**config.mk**
```make
export PLATFORM = sky130hd
export DESIGN_NAME = ppil_front
export DESIGN_NICKNAME = d
export VERILOG_FILES = /design/src/sv/ppil_pkg.sv /design/src/sv/ppil_front.sv
export SDC_FILE = /design/constraint.sdc
export NUM_CORES = 1
export LEC_CHECK = 0
export BUFFER_PORTS_ARGS = -buffer_cell sky130_fd_sc_hd__buf_2
export CAP_MARGIN = 20
export CELL_PAD_IN_SITES_DETAIL_PLACEMENT = 1
export CELL_PAD_IN_SITES_GLOBAL_PLACEMENT = 1
export CORE_MARGIN = 2
export CORE_UTILIZATION = 33
export DETAILED_ROUTE_END_ITERATION = 12
export HOLD_SLACK_MARGIN = 0.08
export PLACE_DENSITY_LB_ADDON = 0.1
export RECOVER_POWER = 100
export SYNTH_ARGS = -nofsm -noshare
export SYNTH_HDL_FRONTEND = slang
export SYNTH_SLANG_ARGS = --single-unit
export TNS_END_PERCENT = 1
```
**constraint.sdc**
```tcl
create_clock -name clk -period 14.65 [get_ports clk]
set_clock_uncertainty 0.2 [all_clocks]
set_input_delay 0.7325 -clock clk [delete_from_list [all_inputs] [get_ports clk]]
set_output_delay 0.7325 -clock clk [all_outputs]
set_load 0.05 [all_outputs]
```
**src/sv/ppil_pkg.sv**
```systemverilog
`timescale 1ns / 1ps
// shared types and constants for the priority point-in-polygon lookup
// no dependencies
package ppil_pkg;

    localparam int MAX_VERTICES = 1024;
    localparam int MAX_REGIONS  = 64;
    localparam int VTX_AW       = $clog2(MAX_VERTICES);
    localparam int RGN_AW       = $clog2(MAX_REGIONS);
    localparam int MIN_LEN      = 3;
    localparam int QDEPTH       = 4;
    localparam int QAW          = $clog2(QDEPTH);

    typedef enum logic [1:0] {
        OP_CLEAR  = 2'd0,
        OP_APPEND = 2'd1,
        OP_CLOSE  = 2'd2,
        OP_QUERY  = 2'd3
    } op_t;

    typedef struct packed {
        op_t                op;
        logic signed [31:0] x;
        logic signed [31:0] y;
        logic [63:0]        id;
        logic [7:0]         prio;
    } item_t;

    typedef enum logic [3:0] {
        S_IDLE,
        S_RADDR,
        S_REVAL,
        S_VWAIT,
        S_VDATA,
        S_VMUL,
        S_VCMP,
        S_OUT
    } state_t;

endpackage

```
**src/sv/ppil_front.sv**
```systemverilog
`timescale 1ns / 1ps
// front stage: accepts input words, decodes the action and pushes into the queue
// depends on ppil_pkg
module ppil_front (
    input  logic                 clk,
    input  logic                 rst_n,
    input  logic                 in_valid,
    output logic                 in_stall,
    input  logic [1:0]           action,
    input  logic signed [31:0]   coord_x,
    input  logic signed [31:0]   coord_y,
    input  logic [63:0]          close_id,
    input  logic [7:0]           close_priority,
    output logic                 push,
    output ppil_pkg::item_t      push_item,
    input  logic                 q_full
);
    import ppil_pkg::*;

    logic  stage_valid_reg;
    logic  stage_valid_next;
    item_t stage_reg;
    logic  accept;

    assign in_stall  = stage_valid_reg && q_full;
    assign accept    = in_valid && !in_stall;
    assign push      = stage_valid_reg && !q_full;
    assign push_item = stage_reg;

    assign stage_valid_next = accept || (stage_valid_reg && !push);

    always_ff @(posedge clk or negedge rst_n)
    begin
        if (!rst_n)
        begin
            stage_valid_reg <= 1'b0;
        end
        else
        begin
            stage_valid_reg <= stage_valid_next;
        end
    end

    always_ff @(posedge clk)
    begin
        if (accept)
        begin
            stage_reg.op   <= op_t'(action);
            stage_reg.x    <= coord_x;
            stage_reg.y    <= coord_y;
            stage_reg.id   <= close_id;
            stage_reg.prio <= close_priority;
        end
    end

endmodule

```
; ---- Yosys cells after proc, flatten, opt, wreduce, memory -nomap -nowiden
; Index checks and enable logic that the tools add are counted.
; Widths: inputs -> output; s select.
[word_totals]
ff_bits = 139
inputBits = 142
output_inout_bits = 140
word_cells = 14
[op_classes]
reduce_logical = 8
[ops]
columns = cell, n
row1 = $logic_and 1x1->1, 4
row2 = $logic_not 1->1, 3
row3 = $logic_or 1x1->1, 1

; ---- Logic depth before layout (Yosys ltp)
[depth]
ltp_word = 5
depth_mapped = 1
depth_no_buf = 1

; ---- Least setup slack after synthesis
; No wires, ideal clock.
[synth_timing]
path_type = input-to-reg
from = input in_valid
to = register stage_reg (netlist bit push_item[0]), enable pin
setup_time_ns = 0.848
t_arrival_ns = 10.701
required_ns = 13.602
slack_ns = 2.901
cell_stages = 1
n_path_buf = 0
path_cell_list = a21boi_0
[synth_via]
elab_chain_cells = 1
[synth_rtl]
columns = item, line
row1 = start: declaration, ppil_front.sv:7  ; input logic in_valid,
row2 = $logic_and 1x1->1, ppil_front.sv:26  ; assign accept = in_valid && !in_stall;
row3 = end: declaration, ppil_front.sv:22  ; item_t stage_reg;
; No other way between the ends.
; A chain may end at the register's enable or synchronous reset.

; ---- Worst setup path after layout
[layout_timing]
from = input q_full
to = register stage_reg (netlist bit push_item[66]), enable pin
[layout_via]
elab_chain_cells = 3
[layout_rtl]
columns = item, line
row1 = start: declaration, ppil_front.sv:16  ; input logic q_full
row2 = $logic_and 1x1->1, ppil_front.sv:25  ; assign in_stall = stage_valid_reg && q_full;
row3 = $logic_not 1->1, ppil_front.sv:26
row4 = $logic_and 1x1->1, ppil_front.sv:26
row5 = named net accept, ppil_front.sv:23  ; logic accept;
; The timed path passes the listed nets, and every way through them passes these cells.

==> flow_summary.yaml <==
status:
  status: "finished with violations"
  violations: "max-capacitance violations, max-slew violations"
timing:
  max_slew_margin_pct: -157
  rsz0062_at_grt: "false"
  finalMaxSlewViolations: 123
  tightest_slew_ps: 3850
  post-route-period-util_pct: 33.8
  setup_violations: 0
  final.setup.tns_ps: 0
  period_minus_slack_ps: 4950
  clock.fmax_ghz: 0.202
  hold_viol: 0
place:
  io_buffers: 281
  gp_congestion: 0.719
critical_path:
  crit-reg2reg-capture: "push_item[66]$_DFFE_PP_"
  cp.depth: 4
  critPathBufInv: 3
  setup.worst_path.end: "push_item[66]$_DFFE_PP_"
  critPathRequiredTime_ps: 14370
  path_common_cell: "clkbuf_1"
  cp-end-kind: "flop"
  start_kind: "input pin"
  reg2reg_slack_ps: 9710
  crit_chain: "buf_2, a21boi_0, clkbuf_1, clkbuf_1"
  crit_fanout: 74
  critPathTopFamily: "buffers and inverters"
  crit_arrival_ps: 4680
  slowest_delay_ps: 2760
  r2r_start: "stage_valid_reg$_DFF_PN0_"
  cp-startpoint: "q_full"
  reg2regPathDepth: 3
  path_class: "in -> reg"
  cp_slowest_cell: "clkbuf_1"
route:
  drt-initial-drc-count: 138
  vias: 2634
  wl_per_cell_um: 17.1
  drc: 0
  wirelength_um: 10800
  dr.pass1.iters: 4
  ant_nets: 0
  viasPerCell: 4.17
logic_synthesis:
  post_synth_num_cell_types: 6
  synth_nets: 285
  ys_warn_count: 0
  synth.avg_cell_area_um2: 29.3
  synthAdderAreaFrac_pct: 0
  netlist_area_um2: 4200
  synth-seq-area-share_pct: 99.3
  synth_top_family_by_area: "compound AO/OA/AOI/OAI gates"
  synthMuxAreaShare_pct: 0
  synth-compound-area-share_pct: 0.358
  synth_simple_gate_area_share_pct: 0.298
  syn_inst: 143
  synth-seq-cells: 139
  yosys.area_share.xor_xnor_pct: 0
floorplanning:
  io_pins: 282
  fp.coreArea_um2: 12500
  die_w_um: 117
  die_h_um: 117
  die-area_um2: 13600
  rows: 41
  start_util_pct: 33.5
run:
  maxCapViolations: 2
power:
  leakage_nw: 2.33
  irDropWorstVdd_uv: 69.4
  powerDensity_nw_per_um2: 158
clock_network:
  cts_tree: "done"
  cts_resized: 0
  htree_levels: 4
  clk_pin_slew_ps: 50
  clock_sinks: 139
  cts-buffers-inserted: 17
  root_buffer: "clkbuf_16"
  clk_path_buf_depth: 2
  worstSkewPairLatency_ps: 410
global_route:
  grt-ovfl-total: 0
  grt_pass1_vias: 2713
  grt_pass1_wl_um: 14600
  antenna_found_initial: 1
  grt_max_degree: 92
  track_usage_pct: 15.4
finish:
  layout-drive-gt1-share_pct: 35.4
  final_util_pct: 49.6
  largest_reg_flops: 138
  n_antenna_cell: 0
  syn2layout_area_growth_pct: 47.8
  nets: 589
worst_hold_path:
  hold_path.class: "in -> reg"
==> worst min path at each step <==
| stage | from | slack (ps) | end | cells after the start |
|---|---|---|---|---|
| after detailed placement | rst_n | 310 | stage_valid_reg$_DFF_PN0_ | 1 |
| after CTS | close_id[62] | 270 | push_item[70]$_DFFE_PP_ | 1 |
| final | close_id[27] | 300 | push_item[35]$_DFFE_PP_ | 1 |
| after global routing | close_id[43] | 270 | push_item[51]$_DFFE_PP_ | 1 |
| after global placement | rst_n | 310 | stage_valid_reg$_DFF_PN0_ | 1 |
| after floorplan | rst_n | 240 | stage_valid_reg$_DFF_PN0_ | 0 |
==> cell usage after synthesis <==
master    instances  area [µm²]
a21boi_0          1        7.51
a21o_1            1        7.51
and2_1            1        6.26
dfrtp_1           1        25.0
edfxtp_1        138        4140
nor2b_1           1        6.26
==> through the flow <==
stage | total power [mW] | instance area [µm²] | std cells | setup slack, ps | hold WS, ps
floorplan | 0.569 | 4200 | 143 | 2900 | 237
global placement | 0.602 | 5840 | 598 | 12150 | 310
detailed placement | 0.604 | 5840 | 598 | 12110 | 313
CTS | 1.00 | 6400 | 631 | 12440 | 271
global route | 1.02 | 6200 | 632 | 9160 | 271
finish | 0.983 | 6200 | 632 | 9700 | 296
==> repair_timing <==
action	CTS	global route
endpoints found under the hold margin	1	0
buffers inserted	0	0
hold buffers	1	0
==> area by class of cell <==
type,instances,area (µm²)
clock buffers,20,437
clock inverters,12,105
fillers,1332,6310
multi-input cells,4,27.5
flip-flops and latches,139,4170
well taps,172,215
repair buffers,285,1250
==> cell usage in the layout, fill, tap and decap left out <==
cell type	netlist	routed
dfrtp_1	1	1
a21boi_0	1	1
clkbuf_1	0	149
clkinv_1	0	4
a21o_1	1	1
dlygate4sd3_1	0	1
buf_2	0	138
clkinv_2	0	6
and2_1	1	1
bufinv_16	0	2
nor2b_1	1	1
edfxtp_1	138	138
clkbuf_16	0	17
==> layer usage <==
metal	vias up	part of all wire, %	global-route usage (%)
met5	-	0.12	0
met4	2	1.8	8.24
met3	16	13	8.86
met2	177	52	25.9
met1	1241	33	14.9
li1	1198	-	-
==> cell families (layout without fill, tap and decap cells) <==
| logic type | Yosys count | after routing |
|---|---|---|
| buffers and inverters | 0 | 317 |
| flip-flops | 139 | 139 |
| AND/OR/NAND/NOR | 2 | 2 |
| AO/OA/AOI/OAI | 2 | 2 |
==> power breakdown <==
| group | internal (mW) | switching [mW] | leakage [nW] |
|---|---|---|---|
| Combinational | 0.0212 | 0.0969 | 0.732 |
| Sequential | 0.466 | 0.00566 | 1.32 |
| Clock | 0.246 | 0.147 | 0.271 |
(Power assumes the default switching activity.)
