File: config.mk
export PLATFORM = sky130hd
export DESIGN_NAME = ppil_queue
export DESIGN_NICKNAME = d
export VERILOG_FILES = /design/src/sv/ppil_pkg.sv /design/src/sv/ppil_queue.sv
export SDC_FILE = /design/constraint.sdc
export NUM_CORES = 1
export LEC_CHECK = 0
export BUFFER_PORTS_ARGS = -buffer_cell sky130_fd_sc_hd__buf_2
export CAP_MARGIN = 5
export CORE_ASPECT_RATIO = 1.1
export CORE_UTILIZATION = 45
export CTS_CLUSTER_SIZE = 20
export DETAILED_ROUTE_END_ITERATION = 8
export GPL_TIMING_DRIVEN = 0
export MAX_ROUTING_LAYER = met4
export PLACE_DENSITY = 0.64
export REMOVE_ABC_BUFFERS = 1
export SKIP_CTS_REPAIR_TIMING = 1
export SLEW_MARGIN = 25
export SYNTH_ARGS = -nofsm -noshare
export SYNTH_HDL_FRONTEND = slang
export SYNTH_SLANG_ARGS = --single-unit
File: constraint.sdc
create_clock -name clk -period 13.51 [get_ports clk]
set_input_delay 2.0265 -clock clk [delete_from_list [all_inputs] [get_ports clk]]
set_output_delay 2.0265 -clock clk [all_outputs]
set_load 0.02 [all_outputs]
File: src/sv/ppil_pkg.sv
`timescale 1ns / 1ps
// shared types and constants for the priority point-in-polygon lookup
// no dependencies
package ppil_pkg;

    localparam int MAX_VERTICES = 1024;
    localparam int MAX_REGIONS  = 64;
    localparam int VTX_AW       = $clog2(MAX_VERTICES);
    localparam int RGN_AW       = $clog2(MAX_REGIONS);
    localparam int MIN_LEN      = 3;
    localparam int QDEPTH       = 4;
    localparam int QAW          = $clog2(QDEPTH);

    typedef enum logic [1:0] {
        OP_CLEAR  = 2'd0,
        OP_APPEND = 2'd1,
        OP_CLOSE  = 2'd2,
        OP_QUERY  = 2'd3
    } op_t;

    typedef struct packed {
        op_t                op;
        logic signed [31:0] x;
        logic signed [31:0] y;
        logic [63:0]        id;
        logic [7:0]         prio;
    } item_t;

    typedef enum logic [3:0] {
        S_IDLE,
        S_RADDR,
        S_REVAL,
        S_VWAIT,
        S_VDATA,
        S_VMUL,
        S_VCMP,
        S_OUT
    } state_t;

endpackage

File: src/sv/ppil_queue.sv
`timescale 1ns / 1ps
// short word queue between front and back
// depends on ppil_pkg
module ppil_queue (
    input  logic             clk,
    input  logic             rst_n,
    input  logic             push,
    input  ppil_pkg::item_t  push_item,
    output logic             full,
    input  logic             pop,
    output logic             q_valid,
    output ppil_pkg::item_t  q_item
);
    import ppil_pkg::*;

    item_t            mem_reg [QDEPTH];
    logic [QAW-1:0]   wr_ptr_reg;
    logic [QAW-1:0]   rd_ptr_reg;
    logic [QAW:0]     count_reg;
    logic             do_push;
    logic             do_pop;

    assign full    = (count_reg == (QAW+1)'(QDEPTH));
    assign q_valid = (count_reg != '0);
    assign q_item  = mem_reg[rd_ptr_reg];
    assign do_push = push && !full;
    assign do_pop  = pop && q_valid;

    always_ff @(posedge clk or negedge rst_n)
    begin
        if (!rst_n)
        begin
            wr_ptr_reg <= '0;
            rd_ptr_reg <= '0;
            count_reg  <= '0;
        end
        else
        begin
            if (do_push)
            begin
                wr_ptr_reg <= wr_ptr_reg + 1'b1;
            end
            if (do_pop)
            begin
                rd_ptr_reg <= rd_ptr_reg + 1'b1;
            end
            if (do_push && !do_pop)
            begin
                count_reg <= count_reg + 1'b1;
            end
            else if (do_pop && !do_push)
            begin
                count_reg <= count_reg - 1'b1;
            end
        end
    end

    always_ff @(posedge clk)
    begin
        if (do_push)
        begin
            mem_reg[wr_ptr_reg] <= push_item;
        end
    end

endmodule

; Yosys cells after proc, flatten, opt, wreduce, memory -nomap -nowiden
; Memories as Yosys holds them, arrays and structs flattened.
; Index checks and enable logic that the tools add are counted.
[totals]
output_inout_bits = 140
ff_bits = 7
mem_bits_rw = 552
input_bits = 142
memories = 1
[mem_list]
columns = memory, depth, width, read_ports, rd_ports_with_merged_regs, write_ports, line
row1 = mem_reg, 4, 138, 1, 0, 1, ppil_queue.sv:16  ; item_t mem_reg [QDEPTH];
[classes]
reduce_logical = 9
addsub = 4
mux = 4
n_eq_ne = 1
[op_table]
columns = operator, n
row1 = $mux 3, 2
row2 = $add 2x1->2 const B, 2
row3 = $logic_and 1x1->1, 4
row4 = $add 3x1->3 const B, 1
row5 = $eq 3x3->1 const B, 1
row6 = $logic_not 1->1, 3
row7 = $reduce_bool 3->1, 1
row8 = $sub 3x1->3 const B, 1
row9 = $mux 1, 2
row10 = $reduce_bool 2->1, 1

; Logic depth before layout (Yosys ltp)
; Gate-level depths: netlist (run 1).
[logic_depth]
depth_word = 7
mapped_depth = 9
mapped_depth_nobuf = 8

; Worst setup path after synthesis (run 1)
; No wires, ideal clock.
[synth_timing]
path_type = input to register
startpoint = input port push
endpoint = memory mem_reg[0][0] in the netlist's numbering, enable pin
path_stages = 3
path_slack_ns = 7.524
t_arrival_ns = 5.472
required_ns = 12.996
cell_sequence = nor2b_1 > buf_2 > and2_1
[synth_between]
elab_chain_cells = 3
[synth_rtl]
columns = element, line
row1 = start: declaration, ppil_queue.sv:7  ; input logic push,
row2 = $logic_and 1x1->1, ppil_queue.sv:26  ; assign do_push = push && !full;
row3 = named net do_push, ppil_queue.sv:20  ; logic do_push;
row4 = $mux 1, ppil_queue.sv:60  ; if (do_push)
row5 = $mux 1 (implied by the code), ppil_queue.sv:62  ; mem_reg[wr_ptr_reg] <= push_item;
row6 = end: declaration, ppil_queue.sv:16
; The timed path passes the listed nets, and every way through them passes these cells.

==> results of run 1 <==
per-layer routing:
metal,vias up,track usage (%),routed length (um)
met5,-,-,0
met4,0,5.946,892
met3,71,4.289,2585
met2,241,27.48,19090
met1,4685,21.81,15370
li1,3959,-,-
area by class of cell:
| type | count | area, sq um |
|---|---|---|
| repair buffers | 305 | 1954 |
| diodes | 4 | 10.01 |
| clock buffers | 65 | 1435 |
| fillers | 3355 | 20030 |
| clock inverters | 35 | 230.2 |
| well taps | 581 | 726.9 |
| multi-input cells | 162 | 3333 |
| flip-flops and latches | 559 | 16760 |
| inverters | 3 | 11.26 |
per-stage QoR:
stage,setup WS (ns),power [uW]
floorplan,5.379,3713
global placement,2.492,4536
detailed placement,9.417,4300
CTS,8.837,5724
global route,8.787,5873
finish,8.953,5620
worst max-delay path, delay by kind of cell, from the launching register on:
kind / cells / cell delay [ns]
buf+inv: 3 / 0.70
flops: 1 / 0.66
mux: 1 / 0.53
cells in the final DEF (no fill, tap or decap), types with 5 or more instances in the layout:
master | netlist | routed
buf_12 | 0 | 15
buf_16 | 0 | 9
buf_2 | 15 | 281
clkbuf_1 | 2 | 9
clkbuf_16 | 0 | 56
clkinv_1 | 0 | 17
clkinv_2 | 0 | 10
dfrtp_1 | 7 | 5
edfxtp_1 | 552 | 552
ha_1 | 5 | 5
mux4_2 | 138 | 138
power groups by stage:
stage	Sequential, uW	Combinational [uW]	Clock, uW
after floorplan	2570	1150	0
after global placement	2720	1810	0
after detailed placement	2430	1870	0
after CTS	2400	1870	1450
after global routing	2420	1950	1510
final	2390	1820	1410
how the worst max path moves through the flow:
stage	to	slack, ns	startpoint
5_1_grt	q_item[128]	8.79	rd_ptr_reg[0]$_DFFE_PN0P_
3_5_place_dp	mem_reg[2][66]$_DFFE_PP_	9.42	push
2_1_floorplan	q_item[0]	5.38	rd_ptr_reg[0]$_DFFE_PN0P_
6_report	q_item[40]	8.95	rd_ptr_reg[0]$_DFFE_PN0P_
4_1_cts	q_item[40]	8.84	rd_ptr_reg[0]$_DFFE_PN0P_
3_3_place_gp	q_item[124]	2.49	rd_ptr_reg[0]$_DFFE_PN0P_
logic make-up after synthesis:
group | after synthesis | synth area share, %
flip-flops | 559 | 82.45
multiplexers | 140 | 15.41
buffers and inverters | 35 | 1.189
AND/OR/NAND/NOR | 10 | 0.2833
XOR/XNOR | 6 | 0.2587
adder cells (fa/ha/maj) | 6 | 0.4065
==> run metrics, run 1 <==
Clock transition at path regs=0.06 ns; Clock Power Share=25.1%; Worst-Margin Slew=0.5877 ns; CP max-delay cell=dfrtp_4; Hold Crit Class=register to register; Area Growth Syn to Fin=20.40%; Fin Hold WS=0.4841 ns; Sw Pwr=1774 uW; register area share after synthesis=82.45%; Synth top area share=81.59%; synth unique cells=22; Placed Cells=1610; H-tree depth=2; max incr delay on CP=0.66 ns; Synth Flop Type=edfxtp_1; ANT nets after route=0; DR iter-0 viols=460; max FFs per register=552; #FFs+latches synth=559; worst path cell trace=buf_12 -> buf_16 -> mux4_2 -> buf_2; post-route cell area=24460 sq um; Pint=3847 uW; root buf cell=clkbuf_16; CP Max Fanout=27; drt wl/cell=22.13 um; status=completed; share of total power in combinational logic=32.4%; Sw Ratio=31.56%; aggregate global-route resource usage=17.32%; vias in the first global route=9569; Data arrival, critical path=2.53 ns; R2R Path End=mem_reg[2][39]$_DFFE_PP_; crit end category=output pin; Worst Skew=0.01734 ns; Required @ worst endpoint=11.48 ns; max-slew violations=0; Mapped Cells=756; final wirelength=37940 um; PD cells=229.8 nW/um^2; max-cap check violation count=0; hold wc startpoint=count_reg[2]$_DFFE_PN0P_; static leakage=0.008285 uW; Starting Density=45.66%; Finished Layout Cells=1714; Clock Tree Buf Depth=3; min Tclk post-route=4.557 ns; most frequent cells after synthesis=edfxtp_1, mux4_2, buf_2; fraction of layout cells with a size suffix above 1=46.50%; clk sinks=559; final setup vio count=0; hold depth=1; sequential power share=42.5%; Num CTS Buffers=55; length in cells of the worst reg-to-reg path=5; area leader, netlist=edfxtp_1; synth top area cells=edfxtp_1, mux4_2, dfrtp_1; fraction of registers with async set/reset=1.252%; crit path kind=register to output pin; nets@finish=1234; Post-synth EDFFs=552; most numerous cell in the Yosys netlist=edfxtp_1; Worst Setup Start Kind=register; Setup TNS Final=0 ns; area of the core=44490 sq um; fmax=219.4 MHz; RSZ-0062 raised after global routing=false; GP Congestion=0.6974; Tcrit/Tclk final=33.73%; hold endpoint=count_reg[2]$_DFFE_PN0P_; largest net degree at the start of global routing=43; later-pin clock latency in the skew report=0.60 ns; global route overflow=0; antenna violations before repair=3; Detailed Place HPWL=23480 um; Final Hold Viols=0; R2R Setup Slk=11.06 ns; Pre-antenna DRT Iters=4; Die X=204.6 um; routed via count=8956; die area=46000 sq um; Synth Cell Area=20320 sq um; Placement Cell Area=22780 sq um; cell row count=81; PortBufs=281; Max-slew headroom=60.74%; # IOs=282; FF-to-FF Start=count_reg[2]$_DFFE_PN0P_; DRC=0; vias per cell=5.225; VDD IR max=0.1221 mV; Synthesis Warnings=0; final core utilization=54.98%; CTS tree=yes; mean area per synthesized cell=26.87 sq um; Die H=224.8 um; global-route wire length before repair=57370 um
No activity file was read; power rests on OpenSTA's default activity.
==> run 2: changes to the inputs <==
==> constraint.sdc (replaced) <==
create_clock -name clk -period 4.4 [get_ports clk]
set_input_delay 0.66 -clock clk [delete_from_list [all_inputs] [get_ports clk]]
set_output_delay 0.66 -clock clk [all_outputs]
set_load 0.02 [all_outputs]
==> run 2 against run 1 <==
Against the previous run: power increased to 3.1 times the previous value; register-to-register slack worse by 9.1 ns; sequential power rose to 3.1 times the previous value; clock skew is 0.0010 ns lower; combinational power increased to 3.1 times the previous value; first-iteration DRC count fell by 4.1%; die area is the same; setup slack lost 7.7 ns; sequential share of layout area hardly changed; largest power group unchanged.
==> run metrics, run 2 (synthesis results as in run 1) <==
crit end category=output pin; Sw Ratio=31.55% (about the same); DR iter-0 viols=441 (-4.1%); fraction of layout cells with a size suffix above 1=46.46% (about the same); largest net degree at the start of global routing=43 (unchanged); delay-heaviest family, CP=buffers and inverters; R2R Path End=mem_reg[2][39]$_DFFE_PP_; Setup TNS Final=0 ns (unchanged); sequential power share=42.5% (about the same); GP Congestion=0.6974 (unchanged); Die H=224.8 um (unchanged); Finished Layout Cells=1715 (+0.058%); global-route wire length before repair=57370 um (unchanged); Data arrival, critical path=2.53 ns (about the same); Placed Cells=1610 (unchanged); Clock transition at path regs=0.06 ns (about the same); most frequent cells in the layout=edfxtp_1, buf_2, mux4_2; RSZ-0062 raised after global routing=false; vias in the first global route=9569 (unchanged); CTS tree=yes; die area=46000 sq um (unchanged); Hold Crit Class=input pin to register; Worst Setup Start Kind=register; filler cell count=3354 (-0.030%); Num CTS Buffers=55 (unchanged); antenna violations before repair=3 (unchanged); Clock Power Share=25.1% (about the same); Starting Density=45.66% (unchanged); vias per cell=5.216 (-0.18%); Worst Skew=0.01630 ns (-0.001040 ns); length in cells of the worst reg-to-reg path=5 (unchanged); ANT nets after route=0 (unchanged); Sw Pwr=5445 uW (+210%); clk sinks=559 (unchanged); post-route cell area=24470 sq um (about the same); final wirelength=37930 um (about the same); Clock Tree Buf Depth=3 (unchanged); min Tclk post-route=3.190 ns; fmax=313.5 MHz; global route overflow=0 (unchanged); drt wl/cell=22.12 um (about the same); Area Growth Syn to Fin=20.45% (about the same); CP Max Fanout=27 (unchanged); end point of the critical path=q_item[40]; Critical Path Source=rd_ptr_reg[0]$_DFFE_PN0P_; H-tree depth=2 (unchanged); max-cap check violation count=0 (unchanged); commonest non-fill, non-tap cell in the layout=edfxtp_1; final setup vio count=0 (unchanged); routed via count=8945 (-0.12%); CP max-delay cell=dfrtp_4; Die X=204.6 um (unchanged); DRC=0 (unchanged); worst path cell trace=buf_12 -> buf_16 -> mux4_2 -> buf_2; # IOs=282 (unchanged); crit path kind=register to output pin; static leakage=0.008289 uW (about the same); cell row count=81 (unchanged); Worst Path Buf+Inv=3 (unchanged); R2R Setup Slk=1.95 ns (-9.11 ns); status=completed; Tcrit/Tclk final=72.50%; Pint=11810 uW (+210%); later-pin clock latency in the skew report=0.60 ns (about the same); VDD IR max=0.3752 mV (+210%); Detailed Place HPWL=23480 um (unchanged); Max-slew headroom=60.32% (-0.42 points); max incr delay on CP=0.66 ns (about the same); max-slew violations=0 (unchanged); max FFs per register=552 (unchanged); area of the core=44490 sq um (unchanged); PortBufs=281 (unchanged); aggregate global-route resource usage=17.32% (unchanged); nets@finish=1235 (+0.081%); FF-to-FF Start=count_reg[2]$_DFFE_PN0P_; Final Hold Viols=0 (unchanged); Crit path depth=4 (unchanged); share of total power in combinational logic=32.4% (about the same); Placement Cell Area=22780 sq um (unchanged); Pre-antenna DRT Iters=4 (unchanged); Required @ worst endpoint=3.74 ns (-7.74 ns); PD cells=705.2 nW/um^2 (+210%); root buf cell=clkbuf_16; Worst-Margin Slew=0.5939 ns (+0.006267 ns)
-- run 2: cell count changes in the layout (fill, tap and decap cells not counted), sizes merged --
| cell | previous run | this run |
|---|---|---|
| dlygate4sd3 | 0 | 1 |
-- run 2: final cells by class --
class                      count  area [sq um]  share of cell area [%]
timing repair buffer         306          1964                   8.028
sequential                   559         16760                   68.49
tap                          581         726.9                   2.971
antenna                        4         10.01                 0.04091
clock inverter                35         230.2                  0.9408
clock buffer                  65          1435                   5.865
multi-input combinational    162          3333                   13.62
inverter                       3         11.26                 0.04602
-- run 2: metal layers --
layer | track usage, % | part of all wire (%) | up-vias
met5 | - | 0 | -
met4 | 5.946 | 2.4 | 0
met1 | 21.81 | 41 | 4672
met3 | 4.289 | 6.8 | 74
li1 | - | - | 3962
met2 | 27.48 | 50 | 237
-- run 2: worst min path at each step --
stage | from | to | slack, ns | depth (start not counted)
after CTS | rst_n | rd_ptr_reg[0]$_DFFE_PN0P_ | -0.13 | 1
final | push_item[39] | mem_reg[1][39]$_DFFE_PP_ | 0.27 | 1
after floorplan | rst_n | count_reg[0]$_DFFE_PN0P_ | 0.36 | 0
after global routing | push_item[78] | mem_reg[0][78]$_DFFE_PP_ | 0.24 | 1
after detailed placement | count_reg[2]$_DFFE_PN0P_ | count_reg[2]$_DFFE_PN0P_ | 0.48 | 1
after global placement | count_reg[2]$_DFFE_PN0P_ | count_reg[2]$_DFFE_PN0P_ | 0.46 | 1
-- run 2: through the flow --
step           setup WS, ns  hold slack, ns  utilization, %  total power, uW
2_1_floorplan        -2.365          0.3644               -            11190
3_3_place_gp         -5.251          0.4643           49.94            12410
3_5_place_dp          1.674          0.4784           51.21            13200
4_1_cts               1.094         -0.1314           54.95            17570
5_1_grt               1.043          0.2357           54.99            18040
6_report              1.210          0.2718           55.00            17260
-- run 2: power by group through the flow --
stage | registers [uW] | logic, uW | clock network, uW
3_3_place_gp | 8100 | 4310 | 0
2_1_floorplan | 7840 | 3350 | 0
3_5_place_dp | 7470 | 5730 | 0
5_1_grt | 7430 | 5980 | 4620
6_report | 7340 | 5590 | 4330
4_1_cts | 7360 | 5750 | 4460
